<file path="config.mk">
export PLATFORM = sky130hd
export DESIGN_NAME = utf8_to_utf16_decoder_top
export DESIGN_NICKNAME = d
export VERILOG_FILES = /design/src/hdl/u8u16_pkg.sv /design/src/hdl/utf8_to_utf16_decoder_top.sv
export SDC_FILE = /design/constraint.sdc
export NUM_CORES = 1
export LEC_CHECK = 0
export ABC_AREA = 1
export ABC_CLOCK_PERIOD_IN_PS = 15080
export BUFFER_PORTS_ARGS = -buffer_cell sky130_fd_sc_hd__buf_2
export CORE_ASPECT_RATIO = 0.6
export CORE_MARGIN = 2
export CORE_UTILIZATION = 25
export CTS_BUF_LIST = sky130_fd_sc_hd__clkbuf_16
export CTS_CLUSTER_DIAMETER = 30
export DETAILED_ROUTE_END_ITERATION = 6
export GPL_ROUTABILITY_DRIVEN = 0
export PLACE_DENSITY = 0.51
export SYNTH_ARGS = -nofsm -noshare
export SYNTH_HDL_FRONTEND = slang
export SYNTH_SLANG_ARGS = --single-unit
</file>
<file path="constraint.sdc">
create_clock -name clk_i -period 15.08 [get_ports clk_i]
set_input_delay 0.754 -clock clk_i [delete_from_list [all_inputs] [get_ports clk_i]]
set_output_delay 0.754 -clock clk_i [all_outputs]
set_load 0.02 [all_outputs]
</file>
<file path="src/hdl/u8u16_pkg.sv">
`timescale 1ns / 1ps

package u8u16_pkg;

  // Most code units one input byte can produce: three flushed bytes plus
  // one more for a lead that is cut off by the end of the string.
  localparam int unsigned MaxUnits = 4;

  localparam logic [15:0] ReplUnit   = 16'hFFFD;
  localparam logic [15:0] SurHiBase  = 16'hD800;
  localparam logic [15:0] SurLoBase  = 16'hDC00;
  localparam logic [20:0] SuppOffset = 21'h10000;
  localparam logic [9:0]  SurLoMask  = 10'h3FF;

  // Pending sequence length codes
  localparam logic [2:0] LenNone = 3'd0;
  localparam logic [2:0] Len2    = 3'd2;
  localparam logic [2:0] Len3    = 3'd3;
  localparam logic [2:0] Len4    = 3'd4;

  // One queued output code unit
  typedef struct packed {
    logic [15:0] unit;
    logic        repl;
  } unit_slot_t;

  // High surrogate of a supplementary code point (no range check)
  function automatic logic [15:0] sur_hi(input logic [20:0] cp);
    logic [20:0] v;
    v = cp - SuppOffset;
    return SurHiBase + {5'd0, v[20:10]};
  endfunction

  function automatic logic [15:0] sur_lo(input logic [20:0] cp);
    logic [20:0] v;
    v = cp - SuppOffset;
    return SurLoBase + {6'd0, v[9:0] & SurLoMask};
  endfunction

endpackage

</file>
<file path="src/hdl/utf8_to_utf16_decoder_top.sv">
`timescale 1ns / 1ps

// Latency: first code unit of a byte appears the cycle after its transaction.
// Throughput: one byte per cycle while unstalled and each byte gives at most
// one unit; a byte of more units (up to 4) holds the register until drained.
// Bytes giving no unit (lead/middle bytes) never occupy the output register.
// Reset (rst_ni low, async): no sequence pending, output register empty.
module utf8_to_utf16_decoder_top (
  input  logic        clk_i,
  input  logic        rst_ni,
  input  logic        s_axis_tvalid_i,
  output logic        s_axis_tready_o,
  input  logic [7:0]  s_axis_tdata_i,   // [7:0] in_byte
  input  logic        s_axis_tlast_i,   // end_of_string
  output logic        m_axis_tvalid_o,
  input  logic        m_axis_tready_i,
  output logic [15:0] m_axis_tdata_o,   // [15:0] code_unit
  output logic        m_axis_tuser_o,   // replaced
  output logic        m_axis_tlast_o    // run_last
);

  // ---------------------------------------------------------------------
  // Decoder state: the partially collected UTF-8 sequence
  // ---------------------------------------------------------------------
  logic [2:0]  seq_len_q, seq_len_d;
  logic [1:0]  seq_cnt_q, seq_cnt_d;
  logic [20:0] seq_pv_q,  seq_pv_d;

  // ---------------------------------------------------------------------
  // Result register: all units of one byte, drained one per transaction
  // ---------------------------------------------------------------------
  u8u16_pkg::unit_slot_t slot_q [u8u16_pkg::MaxUnits];
  u8u16_pkg::unit_slot_t slot_d [u8u16_pkg::MaxUnits];
  logic [2:0] res_cnt_q, res_cnt_d;   // units held, 1..4 when valid
  logic [1:0] idx_q;                  // next unit to present
  logic       out_valid_q;

  logic s_fire, m_fire, out_last;

  // Decode intermediates
  logic        is_cont;
  logic        lead_step;
  logic [1:0]  pre_n;       // flushed units from a broken sequence
  logic [1:0]  main_n;      // units of the decoded point or bad lead
  logic [1:0]  post_n;      // flushed units at end of string
  logic        main_repl;
  logic [20:0] main_cp;
  logic [15:0] main_u0, main_u1;
  logic [2:0]  pre_main;

  assign out_last = out_valid_q && ({1'b0, idx_q} == (res_cnt_q - 3'd1));
  assign m_fire   = m_axis_tvalid_o && m_axis_tready_i;
  // Take a byte when the result register is empty or drains this cycle.
  assign s_axis_tready_o = !out_valid_q || (m_axis_tready_i && out_last);
  assign s_fire   = s_axis_tvalid_i && s_axis_tready_o;

  // ---------------------------------------------------------------------
  // Byte decode and next state
  // ---------------------------------------------------------------------
  always_comb begin
    seq_len_d = seq_len_q;
    seq_cnt_d = seq_cnt_q;
    seq_pv_d  = seq_pv_q;
    pre_n     = 2'd0;
    main_n    = 2'd0;
    post_n    = 2'd0;
    main_repl = 1'b0;
    main_cp   = '0;
    lead_step = 1'b0;
    is_cont   = (s_axis_tdata_i[7:6] == 2'b10);

    if (seq_len_q == u8u16_pkg::LenNone) begin
      lead_step = 1'b1;
    end else if (is_cont) begin
      seq_pv_d  = {seq_pv_q[14:0], s_axis_tdata_i[5:0]};
      seq_cnt_d = seq_cnt_q + 2'd1;
      // count wraps to zero after the fourth byte of a 4-byte sequence
      if (({1'b0, seq_cnt_d} >= seq_len_q) || (seq_cnt_d == 2'd0)) begin
        main_cp   = seq_pv_d;
        main_n    = (seq_pv_d[20:16] != 5'd0) ? 2'd2 : 2'd1;
        seq_len_d = u8u16_pkg::LenNone;
        seq_cnt_d = 2'd0;
        seq_pv_d  = '0;
      end
    end else begin
      // broken sequence: one replacement per collected byte, then re-lead
      pre_n     = seq_cnt_q;
      seq_len_d = u8u16_pkg::LenNone;
      seq_cnt_d = 2'd0;
      seq_pv_d  = '0;
      lead_step = 1'b1;
    end

    if (lead_step) begin
      case (s_axis_tdata_i) inside
        [8'h00:8'h7F]: begin
          main_cp = {13'd0, s_axis_tdata_i};
          main_n  = 2'd1;
        end
        [8'hC0:8'hDF]: begin
          seq_len_d = u8u16_pkg::Len2;
          seq_cnt_d = 2'd1;
          seq_pv_d  = {16'd0, s_axis_tdata_i[4:0]};
        end
        [8'hE0:8'hEF]: begin
          seq_len_d = u8u16_pkg::Len3;
          seq_cnt_d = 2'd1;
          seq_pv_d  = {17'd0, s_axis_tdata_i[3:0]};
        end
        [8'hF0:8'hF7]: begin
          seq_len_d = u8u16_pkg::Len4;
          seq_cnt_d = 2'd1;
          seq_pv_d  = {18'd0, s_axis_tdata_i[2:0]};
        end
        default: begin
          // stray continuation or invalid lead
          main_n    = 2'd1;
          main_repl = 1'b1;
        end
      endcase
    end

    if (s_axis_tlast_i && (seq_len_d != u8u16_pkg::LenNone)) begin
      post_n    = seq_cnt_d;
      seq_len_d = u8u16_pkg::LenNone;
      seq_cnt_d = 2'd0;
      seq_pv_d  = '0;
    end
  end

  // Units of the main result: BMP value, surrogate pair or replacement
  always_comb begin
    if (main_repl) begin
      main_u0 = u8u16_pkg::ReplUnit;
      main_u1 = u8u16_pkg::ReplUnit;
    end else if (main_n == 2'd2) begin
      main_u0 = u8u16_pkg::sur_hi(main_cp);
      main_u1 = u8u16_pkg::sur_lo(main_cp);
    end else begin
      main_u0 = main_cp[15:0];
      main_u1 = main_cp[15:0];
    end
  end

  // Lay out the units in order: flushed, main, end-of-string flushed
  assign pre_main  = {1'b0, pre_n} + {1'b0, main_n};
  assign res_cnt_d = pre_main + {1'b0, post_n};

  always_comb begin
    for (int j = 0; j < u8u16_pkg::MaxUnits; j++) begin
      if (3'(j) < {1'b0, pre_n}) begin
        slot_d[j] = '{unit: u8u16_pkg::ReplUnit, repl: 1'b1};
      end else if (3'(j) < pre_main) begin
        if (3'(j) == {1'b0, pre_n}) begin
          slot_d[j] = '{unit: main_u0, repl: main_repl};
        end else begin
          slot_d[j] = '{unit: main_u1, repl: main_repl};
        end
      end else begin
        slot_d[j] = '{unit: u8u16_pkg::ReplUnit, repl: 1'b1};
      end
    end
  end

  // ---------------------------------------------------------------------
  // Registers
  // ---------------------------------------------------------------------
  always_ff @(posedge clk_i or negedge rst_ni) begin
    if (!rst_ni) begin
      seq_len_q <= u8u16_pkg::LenNone;
      seq_cnt_q <= 2'd0;
      seq_pv_q  <= '0;
    end else if (s_fire) begin
      seq_len_q <= seq_len_d;
      seq_cnt_q <= seq_cnt_d;
      seq_pv_q  <= seq_pv_d;
    end
  end

  always_ff @(posedge clk_i or negedge rst_ni) begin
    if (!rst_ni) begin
      out_valid_q <= 1'b0;
      idx_q       <= 2'd0;
      res_cnt_q   <= 3'd0;
    end else if (s_fire && (res_cnt_d != 3'd0)) begin
      out_valid_q <= 1'b1;
      idx_q       <= 2'd0;
      res_cnt_q   <= res_cnt_d;
    end else if (m_fire) begin
      if (out_last) begin
        out_valid_q <= 1'b0;
        idx_q       <= 2'd0;
      end else begin
        idx_q <= idx_q + 2'd1;
      end
    end
  end

  // Payload, no reset needed
  always_ff @(posedge clk_i) begin
    if (s_fire && (res_cnt_d != 3'd0)) begin
      for (int j = 0; j < u8u16_pkg::MaxUnits; j++) begin
        slot_q[j] <= slot_d[j];
      end
    end
  end

  assign m_axis_tvalid_o = out_valid_q;
  assign m_axis_tdata_o  = slot_q[idx_q].unit;
  assign m_axis_tuser_o  = slot_q[idx_q].repl;
  assign m_axis_tlast_o  = out_last;

  // ---------------------------------------------------------------------
  // Assertions
  // ---------------------------------------------------------------------
  a_accept_only_when_drained : assert property (@(posedge clk_i) disable iff (!rst_ni)
    s_fire |-> (!out_valid_q || (m_fire && out_last)))
    else $error("byte accepted while earlier units still pending");

  a_idx_in_range : assert property (@(posedge clk_i) disable iff (!rst_ni)
    out_valid_q |-> (res_cnt_q != 3'd0) && ({1'b0, idx_q} < res_cnt_q))
    else $error("output index beyond held units");

  a_idx_holds_on_stall : assert property (@(posedge clk_i) disable iff (!rst_ni)
    (out_valid_q && !m_axis_tready_i) |=> out_valid_q && $stable(idx_q))
    else $error("output unit changed during stall");

  a_seq_consistent : assert property (@(posedge clk_i) disable iff (!rst_ni)
    (seq_len_q == u8u16_pkg::LenNone) |-> (seq_cnt_q == 2'd0))
    else $error("count nonzero with no sequence pending");

  a_seq_partial : assert property (@(posedge clk_i) disable iff (!rst_ni)
    (seq_len_q != u8u16_pkg::LenNone) |->
      (seq_cnt_q != 2'd0) && ({1'b0, seq_cnt_q} < seq_len_q))
    else $error("pending sequence count out of range");

endmodule
</file>
Word-level counts from Yosys, hierarchy flattened
Memories as Yosys holds them, arrays and structs flattened.
Cells that the tools add are included.
{"block": "totals", "reg_bits": 32, "ram_bits": 68, "inputBits": 13, "out_inout_bits": 20, "wordCells": 133, "n_memories": 1}
{"block": "classes", "add_sub_neg": 8, "order_cmp": 16, "eq_ne": 6, "n_mux": 74, "n_reduce_logical": 22}
{"memory": "slot_q", "words": 4, "width": 17, "rd": 1, "rd_ports_with_merged_regs": 0, "write_ports": 4, "line": "utf8_to_utf16_decoder_top.sv:32", "source": "u8u16_pkg::unit_slot_t slot_q [u8u16_pkg::MaxUnits];"}
{"operator": "2-to-1 mux 21 bit", "count": 14}
{"operator": "2-to-1 mux 17 bit", "count": 11}
{"operator": "2-to-1 mux 16 bit", "count": 4}
{"operator": "2-to-1 mux 2 bit", "count": 24}
{"operator": "2-to-1 mux 3 bit", "count": 9}
{"operator": "greater-or-equal comparator 8 bit (second input constant)", "count": 3}
{"operator": "<= comparator 8 bit (second input constant)", "count": 3}
{"operator": "subtractor 21 x 17 -> 21 bit (second input constant)", "count": 1}
{"operator": "adder 15 x 11 -> 16 bit (first input constant)", "count": 1}
{"operator": "adder 15 x 12 -> 16 bit (first input constant)", "count": 1}
{"operator": "2-to-1 mux 1 bit", "count": 12}
{"operator": "logical AND 1 bit", "count": 10}
{"operator": "greater-or-equal comparator 8 x 1 -> 1 bit (second input constant)", "count": 1}
{"operator": "<= comparator 8 x 7 -> 1 bit (second input constant)", "count": 1}
{"operator": "less-than comparator 1 x 3 -> 1 bit (first input constant)", "count": 2}
{"operator": "less-than comparator 2 x 3 -> 1 bit (first input constant)", "count": 2}
{"operator": "nonzero test 3 bit", "count": 2}
{"operator": "nonzero test 5 bit", "count": 1}
{"operator": "adder 2 x 1 -> 2 bit (second input constant)", "count": 2}
{"operator": "== test 2 bit (first input constant)", "count": 2}
{"operator": "== test 2 bit (second input constant)", "count": 2}
{"operator": "logical NOT 2 bit", "count": 2}
{"operator": "less-than comparator 1 x 2 -> 1 bit (first input constant)", "count": 2}
{"operator": "nonzero test 2 bit", "count": 2}
{"operator": "other kinds (11)", "count": 12}

Depth between registers and ports, before layout
{"block": "depth", "ltp_word": 19, "depth_mapped": 20, "depth_no_buf": 20}

Worst setup path after synthesis
Ideal clock, no wire load.
{"block": "synth_path", "kind": "reg-to-reg", "from": "reg seq_cnt_q[0]", "to": "mem slot_q[0][0] (netlist bit), enable pin", "setup_ps": 422, "arrival_ps": 4674, "required_ps": 14658, "slack_ps": 9984, "stages_incl_launch_ff": 20, "n_path_buf": 0, "synth_period_minus_slack_ps": 5096, "cell_sequence": "dfrtp_1 -> ha_1 -> ha_1 -> inv_1 -> nor2_1 -> nand2_1 -> nand2_4 -> nor2_8 -> inv_4 -> nand2_8 -> a21oi_1 -> ha_1 -> inv_1 -> fa_1 -> inv_1 -> fa_1 -> xor2_1 -> nand3_1 -> nand3_1 -> inv_1"}
{"element": "from (decl)", "line": "utf8_to_utf16_decoder_top.sv:26", "source": "logic [1:0] seq_cnt_q, seq_cnt_d;"}
{"element": "from (signal assigned)", "line": "utf8_to_utf16_decoder_top.sv:175", "source": "seq_cnt_q <= seq_cnt_d;"}
{"element": "to (decl)", "line": "utf8_to_utf16_decoder_top.sv:32"}

==> results_tabular.tex <==
\begin{tabular}{lr}
\hline
Metric & Value \\
\hline
\multicolumn{2}{l}{\textbf{Clocking}} \\
\quad CTS tree & yes \\
\quad CTS H-Tree Depth & 3 \\
\quad CTS root buffer & clkbuf\_16 \\
\quad Number of hold-repair buffers added at the cts stage & 0 \\
\quad Maximum buffer depth of the clock tree & 2 \\
\quad Insertion delay to the later sink of the worst-skew pair & 0.34 ns \\
\quad Postcts setup bufs & 0 \\
\quad CTS clock-pin slew for the worst setup and hold paths & 0.07 ns \\
\quad Number of clock sinks & 94 \\
\quad Post-cts repair resize count & 0 \\
\quad Number of clock buffers inserted by TritonCTS & 9 \\
\multicolumn{2}{l}{\textbf{Critical path}} \\
\quad Launch point of the critical path & seq\_cnt\_q[0] \\
\quad Worst setup SP type & register \\
\quad CP bufs+invs & 5 \\
\quad Cells on worst reg2reg path & 17 \\
\quad CP Cell Sequence & ha\_1, ha\_1, inv\_1, nor2\_1, nand2\_1, nand2\_4, nand2\_2, inv\_2, nand2\_1, fa\_1, inv\_1, fa\_1, xor2\_1, nand3\_1, nand3\_1, inv\_2, buf\_4 \\
\quad Kind of capture point of the worst setup path & register \\
\quad Number of cells on the critical path & 17 \\
\quad Setup Crit Path Kind & reg2reg \\
\quad Critical path fanouts, max & slightly below 70 \\
\quad Worst EP arrival & 4.86 ns \\
\quad Register-to-Register Setup Slack & roughly 10 ns \\
\quad R2r endpoint & slot\_q[2][11] \\
\quad Reg-to-Reg Start & seq\_cnt\_q[0] \\
\quad Top cell family by delay on the critical path & adder cells \\
\quad Data required, critical path & 15.05 ns \\
\quad CP max stage delay & 0.66 ns \\
\quad Crit path max-delay cell type & buf\_4 \\
\quad Endpoint of the worst setup timing path & slot\_q[2][11] \\
\multicolumn{2}{l}{\textbf{Drt}} \\
\quad Wirelength per Cell & 15.48 um \\
\quad First-pass detailed-route iteration total & 5 \\
\quad Number of DRC violations after detailed routing & 0 \\
\quad DRT iter0 DRCs & 382 \\
\quad Routed Antenna Nets & 0 \\
\quad Drt via density & $\sim$4.7 \\
\quad Via total after detailed routing & a little under 4000 \\
\quad Total wire length after detailed routing & between 10 and 15 mm \\
\multicolumn{2}{l}{\textbf{Timing}} \\
\quad Slew at the pin with the worst max-slew slack & 1.036 ns \\
\quad Finish-stage setup viols & 0 \\
\quad Number of max-slew violations in the final report & 0 \\
\quad Unrepaired setup endpoints after global routing & no \\
\quad Setup tns final & 0 ns \\
\quad Worst Clk Skew & between 0.008 and 0.009 ns \\
\quad Fmax & 204.8 MHz \\
\quad Final hold vios & 0 \\
\quad Headroom to the max-slew limit & 0.3089 \\
\quad Period utilization & 0.3238 \\
\quad Setup WS post-layout & between 10 and 15 ns \\
\quad Final critical-path required period & 4.884 ns \\
\multicolumn{2}{l}{\textbf{Logic synthesis}} \\
\quad Number of enable-type register cells in the synthesized netlist & a little under 70 \\
\quad Synth Warn \# & 0 \\
\quad Area of the mapped netlist & 4937 um\^{}2 \\
\quad Synthesized area divided by synthesized cell count & 9.059 um\^{}2 \\
\quad Count of mapped cells out of synthesis & $\sim$550 \\
\quad Most used flip-flop cell after synthesis & edfxtp\_1 \\
\quad Number of flip-flops and latches in the synthesized netlist & 94 \\
\quad Count of distinct cell types in the synthesized netlist & 44 \\
\quad Sequential element share of the synthesized area & 0.5454 \\
\quad Share of synthesized registers carrying an async set or reset & 0.2766 \\
\quad Nets in the synthesized netlist & 567 \\
\multicolumn{2}{l}{\textbf{GRT}} \\
\quad Number of global-route vias before repair & 3739 \\
\quad First-pass GRT wire length & 21.26 mm \\
\quad Global router's overall resource usage & 0.1321 \\
\quad Antenna violations before repair & 0 \\
\quad Total grt overflow & 0 \\
\quad Pin count of the biggest net entering global routing & between 60 and 70 \\
\multicolumn{2}{l}{\textbf{Job}} \\
\quad Max\_cap viols & 0 \\
\multicolumn{2}{l}{\textbf{Final layout}} \\
\quad Layout overhead on the synthesized area & 14.34\% \\
\quad Number of nets at the end of the flow & 589 \\
\quad FILL cells & 2013 \\
\quad Number of antenna diodes & 0 \\
\quad Share of post-route cells with drive strength above 1 & 0.1364 \\
\multicolumn{2}{l}{\textbf{Run status}} \\
\quad Run status & finished clean \\
\multicolumn{2}{l}{\textbf{Die}} \\
\quad Die outline width & between 150 and 200 um \\
\quad Number of top-level design ports & 33 \\
\quad Row Count & 39 \\
\quad Die Height & approximately 110 um \\
\quad Floorplan die area & approximately 21000 um\^{}2 \\
\quad Initial core utilization & 0.2575 \\
\quad Area of the core & 19180 um\^{}2 \\
\multicolumn{2}{l}{\textbf{Pwr}} \\
\quad Final total power & 991.1 uW \\
\quad Total power per unit cell area & 175.6 nW/um\^{}2 \\
\quad Peak ir drop on the vdd network & 0.06612 mV \\
\quad Cell leakage power & between 2 and 2.5 nW \\
\multicolumn{2}{l}{\textbf{Hold path}} \\
\quad Path type of the worst min-delay path & in2async \\
\multicolumn{2}{l}{\textbf{Placement}} \\
\quad Placed wire-length estimate after detailed placement & 9.091 mm \\
\quad Post-Place Worst Slack & 10.17 ns \\
\quad Port bufs & 32 \\
\hline
\end{tabular}
==> how the worst min path moves through the flow <==
stage          slack [ns]           end  cells after the start    startpoint
5_1_grt              0.48  seq_pv_q[11]                      1        rst_ni
2_1_floorplan        0.45  seq_pv_q[14]                      2  seq_pv_q[14]
3_5_place_dp         0.47  seq_pv_q[14]                      2  seq_pv_q[14]
3_3_place_gp         0.47   seq_pv_q[9]                      2   seq_pv_q[9]
4_1_cts              0.46  seq_pv_q[11]                      1        rst_ni
6_report             0.44  seq_pv_q[13]                      1        rst_ni
==> cells in the mapped netlist (2+ instances only) <==
cell	count	area share
inv_1	51	0.039
o22ai_1	27	0.034
nand4_1	3	0.0038
nand3_1	19	0.019
xor2_1	3	0.0053
nor3_1	2	0.0020
nor2_1	58	0.044
a21oi_1	12	0.012
buf_4	2	0.0030
dfrtp_1	26	0.13
inv_2	7	0.0053
buf_1	2	0.0015
o21ai_0	53	0.054
o2111ai_1	3	0.0053
o211ai_1	5	0.0076
ha_1	7	0.018
buf_6	3	0.0068
buf_2	6	0.0061
nand2_1	143	0.11
a31oi_1	2	0.0025
nand2_2	6	0.0076
fa_1	2	0.0081
nand2_4	3	0.0068
clkbuf_1	11	0.0084
a211oi_2	2	0.0051
o21ai_1	2	0.0020
edfxtp_1	68	0.41
==> where the power goes <==
group          internal (mW)  switching [mW]  leakage, nW
sequential             0.332          0.0282        0.839
combinational          0.107           0.275         1.09
clock                  0.146           0.103        0.153
==> per-layer routing <==
layer,track usage,wire (um),vias to the layer above
met5,0,0,-
met4,0.02751,85,0
met3,0.03186,819,15
met2,0.1888,5318,113
met1,0.2008,6752,1899
li1,-,-,1878
==> state kept, by name, summed over array words and instances (netlist names) <==
| signal | cells |
|---|---|
| idx_q | 2 |
| m_axis_tvalid_o | 1 |
| res_cnt_q | 3 |
| seq_cnt_q | 2 |
| seq_len_q | 3 |
| seq_pv_q | 15 |
| slot_q | 68 |
==> logic make-up after synthesis <==
logic type / count (synthesis) / share of synthesized area
DFF: 94 / 0.5454
AOI/OAI and AO/OA: 113 / 0.1389
adders and majority gates: 9 / 0.02585
buffers and inverters: 84 / 0.07197
xor gates and xnor gates: 4 / 0.007097
and+or+nand+nor: 241 / 0.2108
==> layout by cell type, fill, tap and decap left out, types with 2 or more instances in the layout <==
cell type  count
a211oi_2       2
a21oi_1       12
a31oi_1        2
buf_2         32
buf_4          3
bufinv_16      2
clkbuf_16      9
clkinv_1       3
dfrtp_1       26
edfxtp_1      68
fa_1           2
ha_1           7
inv_1         50
inv_2          8
nand2_1      143
nand2_2        6
nand2_4        3
nand3_1       19
nand4_1        3
nor2_1        58
nor3_1         2
o2111ai_1      3
o211ai_1       5
o21ai_0       53
o21ai_1        2
o22ai_1       27
xor2_1         3
==> stage by stage <==
step | utilization | area (um^2) | cells | hold WS, ns
3_3_place_gp | 0.2777 | 5325 | 822 | 0.4662
4_1_cts | 0.2944 | 5645 | 838 | 0.4577
2_1_floorplan | - | 4937 | 545 | 0.4489
3_5_place_dp | 0.2777 | 5325 | 822 | 0.4749
5_1_grt | 0.2944 | 5645 | 838 | 0.4803
6_report | 0.2944 | 5645 | 838 | 0.4391
==> cell type report <==
| type | count | area (um^2) | share of cell area |
|---|---|---|---|
| clock buffer | 9 | 225.2 | 0.03989 |
| clock inverter | 7 | 95.09 | 0.01684 |
| inverter | 60 | 227.7 | 0.04034 |
| multi-input combinational | 367 | 1889 | 0.3347 |
| sequential | 94 | 2693 | 0.4770 |
| tap | 266 | 332.8 | 0.05895 |
| timing repair buffer | 35 | 182.7 | 0.03236 |
(Power assumes the default switching activity.)
